--- src/hdl/ttq_pkg.sv ---
// Shared types, codes and helpers for the tag tap qualifier.
package ttq_pkg;

  // Widths fixed by the item and result fields.
  localparam int unsigned UidLowW  = 64;
  localparam int unsigned UidHighW = 16;
  localparam int unsigned UidLenW  = 4;
  localparam int unsigned TimeW    = 32;
  localparam int unsigned CfgW     = 32;
  localparam int unsigned CfgIdxW  = 2;

  // Longest UID in bytes; longer lengths saturate to this.
  localparam logic [UidLenW-1:0] MaxUidBytes = 4'd10;

  // Default depth of the queue between the front and the back.
  localparam int unsigned QueueDepth = 2;

  // Configuration register indexes.
  localparam logic [CfgIdxW-1:0] CfgDupWindow   = 2'd0;
  localparam logic [CfgIdxW-1:0] CfgBusyCool    = 2'd1;
  localparam logic [CfgIdxW-1:0] CfgRetryIntvl  = 2'd2;

  // Configuration reset values.
  localparam logic [CfgW-1:0] DupWindowReset  = 32'd2000;
  localparam logic [CfgW-1:0] BusyCoolReset   = 32'd1500;
  localparam logic [CfgW-1:0] RetryIntvlReset = 32'd3000;

  // Item kinds.
  localparam logic FuncStart = 1'b0;
  localparam logic FuncPoll  = 1'b1;

  // Operating mode, one-hot.
  typedef enum logic [3:0] {
    ModeIdle  = 4'b0001,
    ModeReady = 4'b0010,
    ModeBusy  = 4'b0100,
    ModeError = 4'b1000
  } mode_e;

  // Mode codes as seen on the result port.
  localparam logic [1:0] ModeCodeIdle  = 2'd0;
  localparam logic [1:0] ModeCodeReady = 2'd1;
  localparam logic [1:0] ModeCodeBusy  = 2'd2;
  localparam logic [1:0] ModeCodeError = 2'd3;

  typedef enum logic [3:0] {
    OutNone       = 4'd0,
    OutDuplicate  = 4'd1,
    OutBusyReject = 4'd2,
    OutTap        = 4'd3,
    OutErrorWait  = 4'd4,
    OutRetryFail  = 4'd5,
    OutRecovered  = 4'd6,
    OutStartFail  = 4'd7,
    OutStartOk    = 4'd8
  } outcome_e;

  // One classified item as it travels from the front to the back.
  typedef struct packed {
    logic                func;
    logic                reader_ok;
    logic                tag_present;
    logic [UidLowW-1:0]  uid_low;
    logic [UidHighW-1:0] uid_high;
    logic [UidLenW-1:0]  uid_len;
    logic [TimeW-1:0]    now_ms;
  } item_t;

  function automatic logic [1:0] mode_code(mode_e m);
    logic [1:0] code;
    case (m)
      ModeIdle:  code = ModeCodeIdle;
      ModeReady: code = ModeCodeReady;
      ModeBusy:  code = ModeCodeBusy;
      ModeError: code = ModeCodeError;
      default:   code = ModeCodeIdle;
    endcase
    return code;
  endfunction

endpackage

--- src/hdl/ttq_front.sv ---
// Front stage: takes items, saturates the UID length and clears unused UID bytes.
module ttq_front (
  input  logic                          clk_i,
  input  logic                          rst_ni,
  input  logic                          push_i,
  output logic                          full_o,
  input  logic                          func_i,
  input  logic                          reader_ok_i,
  input  logic                          tag_present_i,
  input  logic [ttq_pkg::UidLowW-1:0]   uid_low_i,
  input  logic [ttq_pkg::UidHighW-1:0]  uid_high_i,
  input  logic [ttq_pkg::UidLenW-1:0]   uid_len_i,
  input  logic [ttq_pkg::TimeW-1:0]     now_ms_i,
  output logic                          valid_o,
  input  logic                          ready_i,
  output ttq_pkg::item_t                item_o
);

  logic           valid_d, valid_q;
  ttq_pkg::item_t item_d, item_q;
  logic           accept;
  logic [ttq_pkg::UidLenW-1:0] len_sat;

  assign full_o = valid_q && !ready_i;
  assign accept = push_i && !full_o;

  always_comb begin
    len_sat = (uid_len_i > ttq_pkg::MaxUidBytes) ? ttq_pkg::MaxUidBytes : uid_len_i;
    item_d.func        = func_i;
    item_d.reader_ok   = reader_ok_i;
    item_d.tag_present = tag_present_i;
    item_d.uid_len     = len_sat;
    item_d.now_ms      = now_ms_i;
    // Bytes at or beyond the length are forced to zero.
    for (int i = 0; i < 8; i++) begin
      item_d.uid_low[8*i +: 8] = (len_sat > 4'(i)) ? uid_low_i[8*i +: 8] : 8'd0;
    end
    for (int j = 0; j < 2; j++) begin
      item_d.uid_high[8*j +: 8] = (len_sat > 4'(8 + j)) ? uid_high_i[8*j +: 8] : 8'd0;
    end
  end

  always_comb begin
    if (accept) begin
      valid_d = 1'b1;
    end else if (ready_i) begin
      valid_d = 1'b0;
    end else begin
      valid_d = valid_q;
    end
  end

  always_ff @(posedge clk_i or negedge rst_ni) begin
    if (!rst_ni) begin
      valid_q <= 1'b0;
    end else begin
      valid_q <= valid_d;
    end
  end

  always_ff @(posedge clk_i) begin
    if (accept) begin
      item_q <= item_d;
    end
  end

  assign valid_o = valid_q;
  assign item_o  = item_q;

endmodule

--- src/hdl/ttq_fifo.sv ---
// Short queue of classified items between the front and the back.
module ttq_fifo #(
  parameter int unsigned Depth = ttq_pkg::QueueDepth
) (
  input  logic           clk_i,
  input  logic           rst_ni,
  input  logic           wr_valid_i,
  output logic           wr_ready_o,
  input  ttq_pkg::item_t wr_data_i,
  output logic           rd_valid_o,
  input  logic           rd_ready_i,
  output ttq_pkg::item_t rd_data_o
);

  localparam int unsigned PtrW = (Depth > 1) ? $clog2(Depth) : 1;
  localparam int unsigned CntW = $clog2(Depth + 1);
  localparam logic [PtrW-1:0] LastIdx = PtrW'(Depth - 1);
  localparam logic [CntW-1:0] Full    = CntW'(Depth);

  ttq_pkg::item_t slots_q [Depth];
  logic [PtrW-1:0] wr_ptr_d, wr_ptr_q, rd_ptr_d, rd_ptr_q;
  logic [CntW-1:0] cnt_d, cnt_q;
  logic wr_en, rd_en;

  assign wr_ready_o = (cnt_q != Full);
  assign rd_valid_o = (cnt_q != '0);
  assign wr_en      = wr_valid_i && wr_ready_o;
  assign rd_en      = rd_ready_i && rd_valid_o;
  assign rd_data_o  = slots_q[rd_ptr_q];

  always_comb begin
    wr_ptr_d = wr_ptr_q;
    rd_ptr_d = rd_ptr_q;
    cnt_d    = cnt_q;
    if (wr_en) begin
      wr_ptr_d = (wr_ptr_q == LastIdx) ? '0 : wr_ptr_q + 1'b1;
    end
    if (rd_en) begin
      rd_ptr_d = (rd_ptr_q == LastIdx) ? '0 : rd_ptr_q + 1'b1;
    end
    if (wr_en && !rd_en) begin
      cnt_d = cnt_q + 1'b1;
    end else if (rd_en && !wr_en) begin
      cnt_d = cnt_q - 1'b1;
    end
  end

  always_ff @(posedge clk_i or negedge rst_ni) begin
    if (!rst_ni) begin
      wr_ptr_q <= '0;
      rd_ptr_q <= '0;
      cnt_q    <= '0;
    end else begin
      wr_ptr_q <= wr_ptr_d;
      rd_ptr_q <= rd_ptr_d;
      cnt_q    <= cnt_d;
    end
  end

  always_ff @(posedge clk_i) begin
    if (wr_en) begin
      slots_q[wr_ptr_q] <= wr_data_i;
    end
  end

endmodule

--- src/hdl/ttq_core.sv ---
// Back part: configuration registers, mode and tag history, and the result register.
module ttq_core (
  input  logic                          clk_i,
  input  logic                          rst_ni,
  input  logic                          cfg_we_i,
  input  logic [ttq_pkg::CfgIdxW-1:0]   cfg_idx_i,
  input  logic [ttq_pkg::CfgW-1:0]      cfg_data_i,
  input  logic                          valid_i,
  output logic                          ready_o,
  input  ttq_pkg::item_t                item_i,
  output logic                          res_valid_o,
  input  logic                          res_pop_i,
  output logic [3:0]                    outcome_o,
  output logic                          became_ready_o,
  output logic [1:0]                    mode_out_o,
  output logic [ttq_pkg::UidLowW-1:0]   event_uid_low_o,
  output logic [ttq_pkg::UidHighW-1:0]  event_uid_high_o,
  output logic [ttq_pkg::UidLenW-1:0]   event_uid_len_o,
  output logic [ttq_pkg::TimeW-1:0]     event_time_ms_o,
  output logic [ttq_pkg::TimeW-1:0]     event_seq_o
);

  logic [ttq_pkg::CfgW-1:0] dup_win_q, busy_cool_q, retry_iv_q;

  ttq_pkg::mode_e                mode_d, mode_q;
  logic [ttq_pkg::UidLowW-1:0]   last_low_d, last_low_q;
  logic [ttq_pkg::UidHighW-1:0]  last_high_d, last_high_q;
  logic [ttq_pkg::UidLenW-1:0]   last_len_d, last_len_q;
  logic [ttq_pkg::TimeW-1:0]     last_seen_d, last_seen_q;
  logic [ttq_pkg::TimeW-1:0]     busy_until_d, busy_until_q;
  logic [ttq_pkg::TimeW-1:0]     last_retry_d, last_retry_q;
  logic [ttq_pkg::TimeW-1:0]     tap_cnt_d, tap_cnt_q;

  logic                          out_valid_d, out_valid_q;
  ttq_pkg::outcome_e             res_outcome;
  logic                          res_ready_flag;
  logic                          res_tap;
  logic [3:0]                    outcome_q;
  logic                          ready_flag_q;
  logic [1:0]                    mode_out_q;
  logic [ttq_pkg::UidLowW-1:0]   ev_low_q;
  logic [ttq_pkg::UidHighW-1:0]  ev_high_q;
  logic [ttq_pkg::UidLenW-1:0]   ev_len_q;
  logic [ttq_pkg::TimeW-1:0]     ev_time_q, ev_seq_q;

  logic                          fire;
  logic [ttq_pkg::TimeW-1:0]     since_retry, since_seen;
  logic                          retry_due, expired, dup;
  ttq_pkg::mode_e                eff_mode;

  assign ready_o = !out_valid_q || res_pop_i;
  assign fire    = valid_i && ready_o;

  // Configuration registers.
  always_ff @(posedge clk_i or negedge rst_ni) begin
    if (!rst_ni) begin
      dup_win_q   <= ttq_pkg::DupWindowReset;
      busy_cool_q <= ttq_pkg::BusyCoolReset;
      retry_iv_q  <= ttq_pkg::RetryIntvlReset;
    end else if (cfg_we_i) begin
      case (cfg_idx_i)
        ttq_pkg::CfgDupWindow:  dup_win_q   <= cfg_data_i;
        ttq_pkg::CfgBusyCool:   busy_cool_q <= cfg_data_i;
        ttq_pkg::CfgRetryIntvl: retry_iv_q  <= cfg_data_i;
        default: ;
      endcase
    end
  end

  always_comb begin
    since_retry = item_i.now_ms - last_retry_q;
    since_seen  = item_i.now_ms - last_seen_q;
    retry_due   = since_retry > retry_iv_q;
    expired     = (mode_q == ttq_pkg::ModeBusy) && (item_i.now_ms >= busy_until_q);
    eff_mode    = expired ? ttq_pkg::ModeReady : mode_q;
    dup         = (item_i.uid_len == last_len_q) && (item_i.uid_low == last_low_q) &&
                  (item_i.uid_high == last_high_q) && (since_seen < dup_win_q);
  end

  always_comb begin
    mode_d         = mode_q;
    last_low_d     = last_low_q;
    last_high_d    = last_high_q;
    last_len_d     = last_len_q;
    last_seen_d    = last_seen_q;
    busy_until_d   = busy_until_q;
    last_retry_d   = last_retry_q;
    tap_cnt_d      = tap_cnt_q;
    res_outcome    = ttq_pkg::OutNone;
    res_ready_flag = 1'b0;
    res_tap        = 1'b0;
    if (item_i.func == ttq_pkg::FuncStart) begin
      mode_d      = item_i.reader_ok ? ttq_pkg::ModeReady : ttq_pkg::ModeError;
      res_outcome = item_i.reader_ok ? ttq_pkg::OutStartOk : ttq_pkg::OutStartFail;
    end else begin
      case (mode_q)
        ttq_pkg::ModeIdle: begin
          res_outcome = ttq_pkg::OutNone;
        end
        ttq_pkg::ModeError: begin
          if (retry_due) begin
            last_retry_d = item_i.now_ms;
            if (item_i.reader_ok) begin
              mode_d      = ttq_pkg::ModeReady;
              res_outcome = ttq_pkg::OutRecovered;
            end else begin
              res_outcome = ttq_pkg::OutRetryFail;
            end
          end else begin
            res_outcome = ttq_pkg::OutErrorWait;
          end
        end
        default: begin
          mode_d         = eff_mode;
          res_ready_flag = expired;
          if (!item_i.tag_present) begin
            res_outcome = ttq_pkg::OutNone;
          end else if (dup) begin
            last_seen_d = item_i.now_ms;
            res_outcome = ttq_pkg::OutDuplicate;
          end else if (eff_mode == ttq_pkg::ModeBusy) begin
            res_outcome = ttq_pkg::OutBusyReject;
          end else begin
            res_outcome  = ttq_pkg::OutTap;
            res_tap      = 1'b1;
            tap_cnt_d    = tap_cnt_q + 1'b1;
            last_low_d   = item_i.uid_low;
            last_high_d  = item_i.uid_high;
            last_len_d   = item_i.uid_len;
            last_seen_d  = item_i.now_ms;
            mode_d       = ttq_pkg::ModeBusy;
            busy_until_d = item_i.now_ms + busy_cool_q;
          end
        end
      endcase
    end
  end

  always_comb begin
    if (fire) begin
      out_valid_d = 1'b1;
    end else if (res_pop_i) begin
      out_valid_d = 1'b0;
    end else begin
      out_valid_d = out_valid_q;
    end
  end

  always_ff @(posedge clk_i or negedge rst_ni) begin
    if (!rst_ni) begin
      mode_q       <= ttq_pkg::ModeIdle;
      last_low_q   <= '0;
      last_high_q  <= '0;
      last_len_q   <= '0;
      last_seen_q  <= '0;
      busy_until_q <= '0;
      last_retry_q <= '0;
      tap_cnt_q    <= '0;
      out_valid_q  <= 1'b0;
    end else begin
      out_valid_q <= out_valid_d;
      if (fire) begin
        mode_q       <= mode_d;
        last_low_q   <= last_low_d;
        last_high_q  <= last_high_d;
        last_len_q   <= last_len_d;
        last_seen_q  <= last_seen_d;
        busy_until_q <= busy_until_d;
        last_retry_q <= last_retry_d;
        tap_cnt_q    <= tap_cnt_d;
      end
    end
  end

  always_ff @(posedge clk_i) begin
    if (fire) begin
      outcome_q    <= res_outcome;
      ready_flag_q <= res_ready_flag;
      mode_out_q   <= ttq_pkg::mode_code(mode_d);
      ev_low_q     <= res_tap ? item_i.uid_low  : '0;
      ev_high_q    <= res_tap ? item_i.uid_high : '0;
      ev_len_q     <= res_tap ? item_i.uid_len  : '0;
      ev_time_q    <= res_tap ? item_i.now_ms   : '0;
      ev_seq_q     <= res_tap ? tap_cnt_q       : '0;
    end
  end

  assign res_valid_o      = out_valid_q;
  assign outcome_o        = outcome_q;
  assign became_ready_o   = ready_flag_q;
  assign mode_out_o       = mode_out_q;
  assign event_uid_low_o  = ev_low_q;
  assign event_uid_high_o = ev_high_q;
  assign event_uid_len_o  = ev_len_q;
  assign event_time_ms_o  = ev_time_q;
  assign event_seq_o      = ev_seq_q;

endmodule

--- src/hdl/tag_tap_qualifier.sv ---
// Top level of the tag tap qualifier: front stage, item queue and back part.
//
//   Channel   Handshake              Payload
//   --------  ---------------------  -----------------------------------------------
//   items     push / full            func, reader_ok, tag_present, uid_*, now_ms
//   results   empty / pop            outcome, became_ready, mode_out, event_*
//   config    cfg_we_i               cfg_idx_i selects the register, cfg_data_i
//
// The block sustains one item per clock cycle while results are popped. An item is
// registered in the front stage, which saturates the UID length and clears unused UID
// bytes, then waits in a short queue until the back part decides on it and loads the
// result register. The decision in the back part, with its 32-bit subtractions and
// compares, sets that rate. Reset puts the block in the not-started mode with the
// default windows and a cleared tag history. When results are not popped, the result
// register holds, the queue fills behind it and full rises only once the front stage
// is also occupied.
module tag_tap_qualifier #(
  parameter int unsigned QueueDepth = ttq_pkg::QueueDepth
) (
  input  logic                          clk_i,
  input  logic                          rst_ni,
  input  logic                          push,
  output logic                          full,
  input  logic                          func_i,
  input  logic                          reader_ok_i,
  input  logic                          tag_present_i,
  input  logic [ttq_pkg::UidLowW-1:0]   uid_low_i,
  input  logic [ttq_pkg::UidHighW-1:0]  uid_high_i,
  input  logic [ttq_pkg::UidLenW-1:0]   uid_len_i,
  input  logic [ttq_pkg::TimeW-1:0]     now_ms_i,
  output logic                          empty,
  input  logic                          pop,
  output logic [3:0]                    outcome_o,
  output logic                          became_ready_o,
  output logic [1:0]                    mode_out_o,
  output logic [ttq_pkg::UidLowW-1:0]   event_uid_low_o,
  output logic [ttq_pkg::UidHighW-1:0]  event_uid_high_o,
  output logic [ttq_pkg::UidLenW-1:0]   event_uid_len_o,
  output logic [ttq_pkg::TimeW-1:0]     event_time_ms_o,
  output logic [ttq_pkg::TimeW-1:0]     event_seq_o,
  input  logic                          cfg_we_i,
  input  logic [ttq_pkg::CfgIdxW-1:0]   cfg_idx_i,
  input  logic [ttq_pkg::CfgW-1:0]      cfg_data_i
);

  // Front stage to queue.
  logic           front_valid, front_ready;
  ttq_pkg::item_t front_item;

  // Queue to back part.
  logic           q_valid, q_ready;
  ttq_pkg::item_t q_item;

  logic           res_valid;

  ttq_front u_front (
    .clk_i         (clk_i),
    .rst_ni        (rst_ni),
    .push_i        (push),
    .full_o        (full),
    .func_i        (func_i),
    .reader_ok_i   (reader_ok_i),
    .tag_present_i (tag_present_i),
    .uid_low_i     (uid_low_i),
    .uid_high_i    (uid_high_i),
    .uid_len_i     (uid_len_i),
    .now_ms_i      (now_ms_i),
    .valid_o       (front_valid),
    .ready_i       (front_ready),
    .item_o        (front_item)
  );

  ttq_fifo #(
    .Depth (QueueDepth)
  ) u_fifo (
    .clk_i      (clk_i),
    .rst_ni     (rst_ni),
    .wr_valid_i (front_valid),
    .wr_ready_o (front_ready),
    .wr_data_i  (front_item),
    .rd_valid_o (q_valid),
    .rd_ready_i (q_ready),
    .rd_data_o  (q_item)
  );

  ttq_core u_core (
    .clk_i            (clk_i),
    .rst_ni           (rst_ni),
    .cfg_we_i         (cfg_we_i),
    .cfg_idx_i        (cfg_idx_i),
    .cfg_data_i       (cfg_data_i),
    .valid_i          (q_valid),
    .ready_o          (q_ready),
    .item_i           (q_item),
    .res_valid_o      (res_valid),
    .res_pop_i        (pop),
    .outcome_o        (outcome_o),
    .became_ready_o   (became_ready_o),
    .mode_out_o       (mode_out_o),
    .event_uid_low_o  (event_uid_low_o),
    .event_uid_high_o (event_uid_high_o),
    .event_uid_len_o  (event_uid_len_o),
    .event_time_ms_o  (event_time_ms_o),
    .event_seq_o      (event_seq_o)
  );

  // A result waits in the back part's register until it is popped.
  assign empty = !res_valid;

endmodule

--- config.mk ---
export PLATFORM = sky130hd
export DESIGN_NAME = tag_tap_qualifier
export DESIGN_NICKNAME = d
export VERILOG_FILES = /design/src/hdl/ttq_pkg.sv /design/src/hdl/ttq_front.sv /design/src/hdl/ttq_fifo.sv /design/src/hdl/ttq_core.sv /design/src/hdl/tag_tap_qualifier.sv
export SDC_FILE = /design/constraint.sdc
export NUM_CORES = 1
export LEC_CHECK = 0
export BUFFER_PORTS_ARGS = -buffer_cell sky130_fd_sc_hd__buf_4
export CAP_MARGIN = 20
export CORE_ASPECT_RATIO = 1.75
export CORE_UTILIZATION = 50
export DETAILED_ROUTE_END_ITERATION = 6
export GPL_TIMING_DRIVEN = 0
export PLACE_DENSITY_LB_ADDON = 0.1
export SYNTH_ARGS = -nofsm -noshare
export SYNTH_HDL_FRONTEND = slang
export SYNTH_SLANG_ARGS = --single-unit
--- constraint.sdc ---
create_clock -name clk_i -period 8.6 [get_ports clk_i]
set_input_delay 0.43 -clock clk_i [delete_from_list [all_inputs] [get_ports clk_i]]
set_output_delay 0.43 -clock clk_i [all_outputs]
set_load 0.01 [all_outputs]
Yosys cells after proc, flatten, opt, wreduce, memory -nomap -nowiden

Memory sizes are Yosys's and may differ from the RTL's.
Cells that the tools add are included.

Add/sub/neg operators: 8
Magnitude comparators: 14
Equality and inequality tests: 14
Multiplexer cells: 36
Bitwise logic cells: 4
Reductions and logical operators: 29

Operators by type and width:

| kind                    | number |
|---|---|
| $eq A64 B64 Y1          | 1 |
| $mux W32                | 2 |
| $sub A32 B32 Y32        | 2 |
| $mux W4                 | 13 |
| $add A32 B1 Y32 const B | 1 |
| $add A32 B32 Y32        | 1 |
| $ge A32 B32 Y1          | 1 |
| $gt A32 B32 Y1          | 1 |
| $lt A32 B32 Y1          | 1 |
| $eq A16 B16 Y1          | 1 |
| $gt A4 B3 Y1 const B    | 4 |
| $pmux W4 S2             | 2 |
| $mux W1                 | 14 |
| $eq A4 B3 Y1 const B    | 3 |
| $gt A4 B4 Y1 const B    | 3 |
| $logic_and A1 B1 Y1     | 10 |
| $eq A4 B4 Y1 const B    | 2 |
| $gt A4 B1 Y1 const B    | 2 |
| $gt A4 B2 Y1 const B    | 2 |
| $mux W2                 | 4 |
| $reduce_bool A2 Y1      | 4 |
| $pmux W2 S3             | 1 |
| $reduce_and A2 Y1       | 3 |
| $reduce_and A6 Y1       | 1 |
| other kinds (18)        | 26 |

Bits in registers: 592
Bits in writable memories: 238
Bits of input ports: 158
Output and inout bits: 157
Word-level logic and storage cells: 145
Memories kept: 1

Memories:

| name           | words | width | read ports | clocked after memory_dff | wr ports | RTL line       | text |
|---|---|---|---|---|---|---|---|
| u_fifo.slots_q | 2     | 119   | 1          | 0                        | 1        | ttq_fifo.sv:20 | `ttq_pkg::item_t slots_q [Depth];` |

Longest topological paths before layout

An unclocked memory read counts as a cell.

Word-level depth: 12
Depth in mapped cells: 33
Gate-level depth less buffers: 25

Cells and area by module

Synthesis repeated with hierarchy kept, for this count alone.

Cells, all modules: 2987
Area total of the unflattened synthesis: 38739.7 sq um

Modules (own cells, without submodules):

| module            | times used | cells each | area an instance (sq um) | sequential area each (sq um) |
|---|---|---|---|---|
| ttq_core          | 1          | 2375       | 25638.3                  | 12513.3 |
| ttq_fifo          | 1          | 388        | 8814.7                   | 7247.0 |
| ttq_front         | 1          | 223        | 4282.9                   | 3598.5 |
| tag_tap_qualifier | 1          | 1          | 3.8                      | 0.0 |

Worst setup path after synthesis

Ideal clock, no wire load.

Kind: register -> register
From: reg u_fifo.rd_ptr_q
To: reg u_core.last_retry_q[22] in the netlist's numbering
Arrival: 6.424 ns
Data required time: 8.475 ns
Slack: 2.051 ns
Stages on the path, launching flop included: 31
Buffers on the path: 6
Path through: dfrtp_1 > buf_6 > buf_6 > buf_4 > buf_4 > buf_1 > mux2i_1 > ha_1 > inv_1 > fa_1 > a21o_1 > nand4_1 > nand2_1 > a31o_2 > a41o_1 > o21bai_1 > o211ai_1 > a31oi_1 > o21ai_0 > xor2_1 > ha_1 > nand4_1 > nor2_1 > o21ai_0 > a21oi_1 > a2111oi_0 > a32oi_1 > nand3b_1 > nor3_1 > clkbuf_1 > mux2_2

Word-level cells in the longest chain between the ends: 4

Ends and longest elaborated chain:

| item                        | RTL line        | text |
|---|---|---|
| from (decl)                 | ttq_fifo.sv:21  | `logic [PtrW-1:0] wr_ptr_d, wr_ptr_q, rd_ptr_d, rd_ptr_q;` |
| from (signal assigned)      | ttq_fifo.sv:55  | `rd_ptr_q <= rd_ptr_d;` |
| $mem_v2 Z2 W119 *           | n/a             |  |
| $sub A32 B32 Y32            | ttq_core.sv:71  | `since_retry = item_i.now_ms - last_retry_q;` |
| $gt A32 B32 Y1              | ttq_core.sv:73  | `retry_due = since_retry > retry_iv_q;` |
| $reduce_and A4 Y1 (no line) | n/a             |  |
| to (signal assigned)        | ttq_core.sv:169 | `last_retry_q <= last_retry_d;` |
| to (decl)                   | ttq_core.sv:31  | `logic [ttq_pkg::TimeW-1:0] last_retry_d, last_retry_q;` |

Mark *: on every way between the ends. The rest lies on a longest branch, timed or not.
A chain may end at the register's enable or synchronous reset.

==> results.sh <==
export IMPL_outcome="finished clean"
export IMPL_hold_path_class="input port to flip-flop"
export IMPL_hold_viol_final=0
export IMPL_max_freq_ghz=0.120
export IMPL_die_h_um=367
export IMPL_cellPowerDensity_nw_per_um2=420
export IMPL_path_clk_slew_ns=0.06
export IMPL_final_cell_mix="edfxtp_1 (512), buf_4 (327), dfrtp_1 (297)"
export IMPL_track_usage=0.280
export IMPL_numPortBuffers=312
export IMPL_placed_area_um2=42000
export IMPL_cp_slowest_cell="nor3_1"
export IMPL_first_iter_violations=1383
export IMPL_preCtsSetupSlack_ns=-2.28
export IMPL_cts_tree="done"
export IMPL_dr_wl_met2_mm=59.0
export IMPL_rows=133
export IMPL_nNetsFinal=3832
export IMPL_slew_violations=0
export IMPL_maxCapViolCount=0
export IMPL_setup_viol=0
export IMPL_drt_met1_wl_mm=36.8
export IMPL_wl_per_cell_um=23.5
export IMPL_hold_ws_ns=0.0258
export IMPL_synth_main_ff_cell="edfxtp_1"
export IMPL_numCtsBuffers=78
export IMPL_clockBufferDepth=3
export IMPL_final_common_cell="edfxtp_1"
export IMPL_worst_pin_slew_ns=1.18
export IMPL_synthArstFlopShare=0.383
export IMPL_total_power_w=0.0190
export IMPL_vias=25332
export IMPL_routed_wl_mm=107
export IMPL_critical_path_arrival_ns=8.85
export IMPL_cts_sinks=830
export IMPL_diodes=0
export IMPL_avgSynthCellArea_um2=12.6
export IMPL_core_um2=75200
export IMPL_yosysTopAreaCell="edfxtp_1"
export IMPL_period_share=0.971
export IMPL_finalWorstSetupSlack_ns=0.250
export IMPL_peakVddDrop_v=0.000224
export IMPL_grt_pass1_wl_mm=158
export IMPL_yosysWarnings=0
export IMPL_final_antenna_net_count=0
export IMPL_grt_remaining_overflow=0
export IMPL_critPathRequiredTime_ns=9.10
export IMPL_path_common_cell="buf_4"
export IMPL_grt_max_degree=117
export IMPL_synth_cell_types=77
export IMPL_syn_area_um2=38000
export IMPL_dp_hpwl_mm=81.4
export IMPL_layout_drive_gt1_share=0.198
export IMPL_die_x_um=210
export IMPL_place_gp_congestion=0.950
export IMPL_firstDrtPassIters=5
export IMPL_rsz0062_at_grt="no"
export IMPL_grt_antenna_before_repair=3
export IMPL_met3WireLength_mm=4.62
export IMPL_synth_net_count=3371
export IMPL_initial_core_util=0.506
export IMPL_top_layer_used="met5"
export IMPL_fin_area_um2=45200
export IMPL_synth_edf_count=512
export IMPL_fin_crit_ns=8.35
export IMPL_syn2layout_area_growth_pct=18.8
export IMPL_via_per_inst=5.56
export IMPL_ys_seq_area_frac=0.614
export IMPL_die_area_um2=77200
export IMPL_grt_pass1_vias=26466
export IMPL_synthCells=3019
export IMPL_cts_root_buffer="clkbuf_16"
export IMPL_insertion_delay_ns=0.68
export IMPL_htreeDepth=3
export IMPL_synth_seq_cells=830
export IMPL_end_kind="flip-flop"
export IMPL_slowest_delay_ns=0.51
export IMPL_finClkSkew_ns=0.0381
export IMPL_critPathKind="flip-flop to flip-flop"
export IMPL_synth_area_leaders="edfxtp_1 (40%), dfrtp_1 (20%), ha_1 (6.3%), mux2_2 (3.7%), xnor2_1 (3.0%)"
export IMPL_yosysTopAreaCellShare=0.404
export IMPL_slew_headroom=0.204
export IMPL_p_leak_nw=18.9
export IMPL_crit_fanout=10
export IMPL_io_pins=315
export IMPL_start_kind="flip-flop"
export IMPL_drc=0
-- cells in the mapped netlist (8+ instances only) --
cell type    n
ha_1       191
mux2i_1     92
inv_1      198
buf_2       31
dfstp_2     21
nand3_1     38
dfrtp_1    297
a21oi_1    214
edfxtp_1   512
o21ai_1      9
nor2b_1     75
xor2_1      30
nand2b_1    19
and3_1      70
mux2_2     126
nand4_1     43
nor3_1      55
nor2_1     270
o21bai_1    10
xnor2_1    132
nor4_1      18
and2_1      32
buf_6       10
o21ai_0    106
o22ai_1     15
clkbuf_1    44
o211ai_1     8
o21a_1      31
a21o_1      55
nand2_1    119
a211oi_1    19
-- cells by family (layout without fill, tap and decap cells) --
| group | count (synthesis) | after routing | synth area share |
|---|---|---|---|
| AO/OA/AOI/OAI | 541 | 541 | 0.0868 |
| XOR/XNOR | 162 | 162 | 0.0373 |
| adder cells (fa/ha/maj) | 194 | 194 | 0.0644 |
| buffers and inverters | 297 | 821 | 0.0330 |
| flip-flops | 830 | 830 | 0.614 |
| multiplexers | 229 | 229 | 0.0658 |
| AND/OR/NAND/NOR | 766 | 766 | 0.0984 |
-- sequential cells by signal, indices dropped and copies added (netlist names), 16 cells and up --
register / cells
u_core.last_retry_q: 32
u_core.last_low_q: 64
u_core.event_seq_o: 32
u_core.event_uid_high_o: 16
u_core.event_time_ms_o: 32
u_core.last_high_q: 16
u_fifo.slots_q: 238
u_core.retry_iv_q: 32
u_core.last_seen_q: 32
u_core.event_uid_low_o: 64
u_core.dup_win_q: 32
u_core.busy_cool_q: 32
u_core.busy_until_q: 32
u_front.item_o: 119
u_core.tap_cnt_q: 32
-- power by group --
group / switching (W) / internal [W] / total (W)
Sequential: 0.000549 / 0.00582 / 0.00636
Clock: 0.00157 / 0.00188 / 0.00345
Combinational: 0.00559 / 0.00360 / 0.00919
-- final timing paths --
kind                                                   start                                       to  slack, ns  depth (start not counted)
max in group asynchronous                             rst_ni        u_core.retry_iv_q[29]$_DFFE_PN0P_       7.03                          3
min in group asynchronous                             rst_ni       u_core.last_retry_q[4]$_DFFE_PN0P_       0.40                          2
worst max register to register   u_fifo.rd_ptr_q$_DFFE_PN0P_  u_core.event_uid_len_o[2]$_SDFFCE_PN0P_       0.25                         31
worst max-delay path             u_fifo.rd_ptr_q$_DFFE_PN0P_  u_core.event_uid_len_o[2]$_SDFFCE_PN0P_       0.25                         31
worst min-delay path                          cfg_data_i[29]         u_core.dup_win_q[29]$_DFFE_PN0P_       0.03                          3
worst min register to register  u_front.item_o[12]$_DFFE_PP_          u_fifo.slots_q[1][12]$_DFFE_PP_       0.44                          0
-- area by class of cell --
cell class,instances,area [um^2]
multi-input combinational,1892,13600
tap,1012,1270
timing repair buffer,381,3190
sequential,830,23400
inverter,198,751
buffer,99,553
clock buffer,100,2110
fill,6143,30000
clock inverter,43,414
-- per-stage QoR --
step	cells	utilization	TNS [ns]
global route	4555	0.601	0
global placement	4343	0.554	-754.21
CTS	4553	0.600	0
floorplan	3019	-	0
detailed placement	4360	0.559	-606.38
finish	4555	0.601	0
-- per-layer routing --
metal  GRT usage  up-vias
met5           0        -
met3      0.0358      244
met1       0.285    12486
met4       0.175        4
li1            -    11803
met2       0.534      795
-- critical path, delay by kind of cell, from the launching register on --
kind,cells,cell delay (ns)
AO/OA/AOI/OAI,8,1.79
XOR/XNOR,1,0.13
adder cells (fa/ha/maj),2,0.60
buffers and inverters,9,2.32
flip-flops,1,0.37
multiplexers,1,0.50
AND/OR/NAND/NOR,10,2.41
-- what timing repair did --
item | in CTS | in global routing
gates resized for setup | 32 | 17
pin swaps | 1 | 0
setup endpoints to repair | 368 | 234
hold buffers | 48 | 0
endpoints found under the hold margin | 136 | 0
setup buffers | 2 | 2
Note: power is estimated with default switching activity, not from simulation.
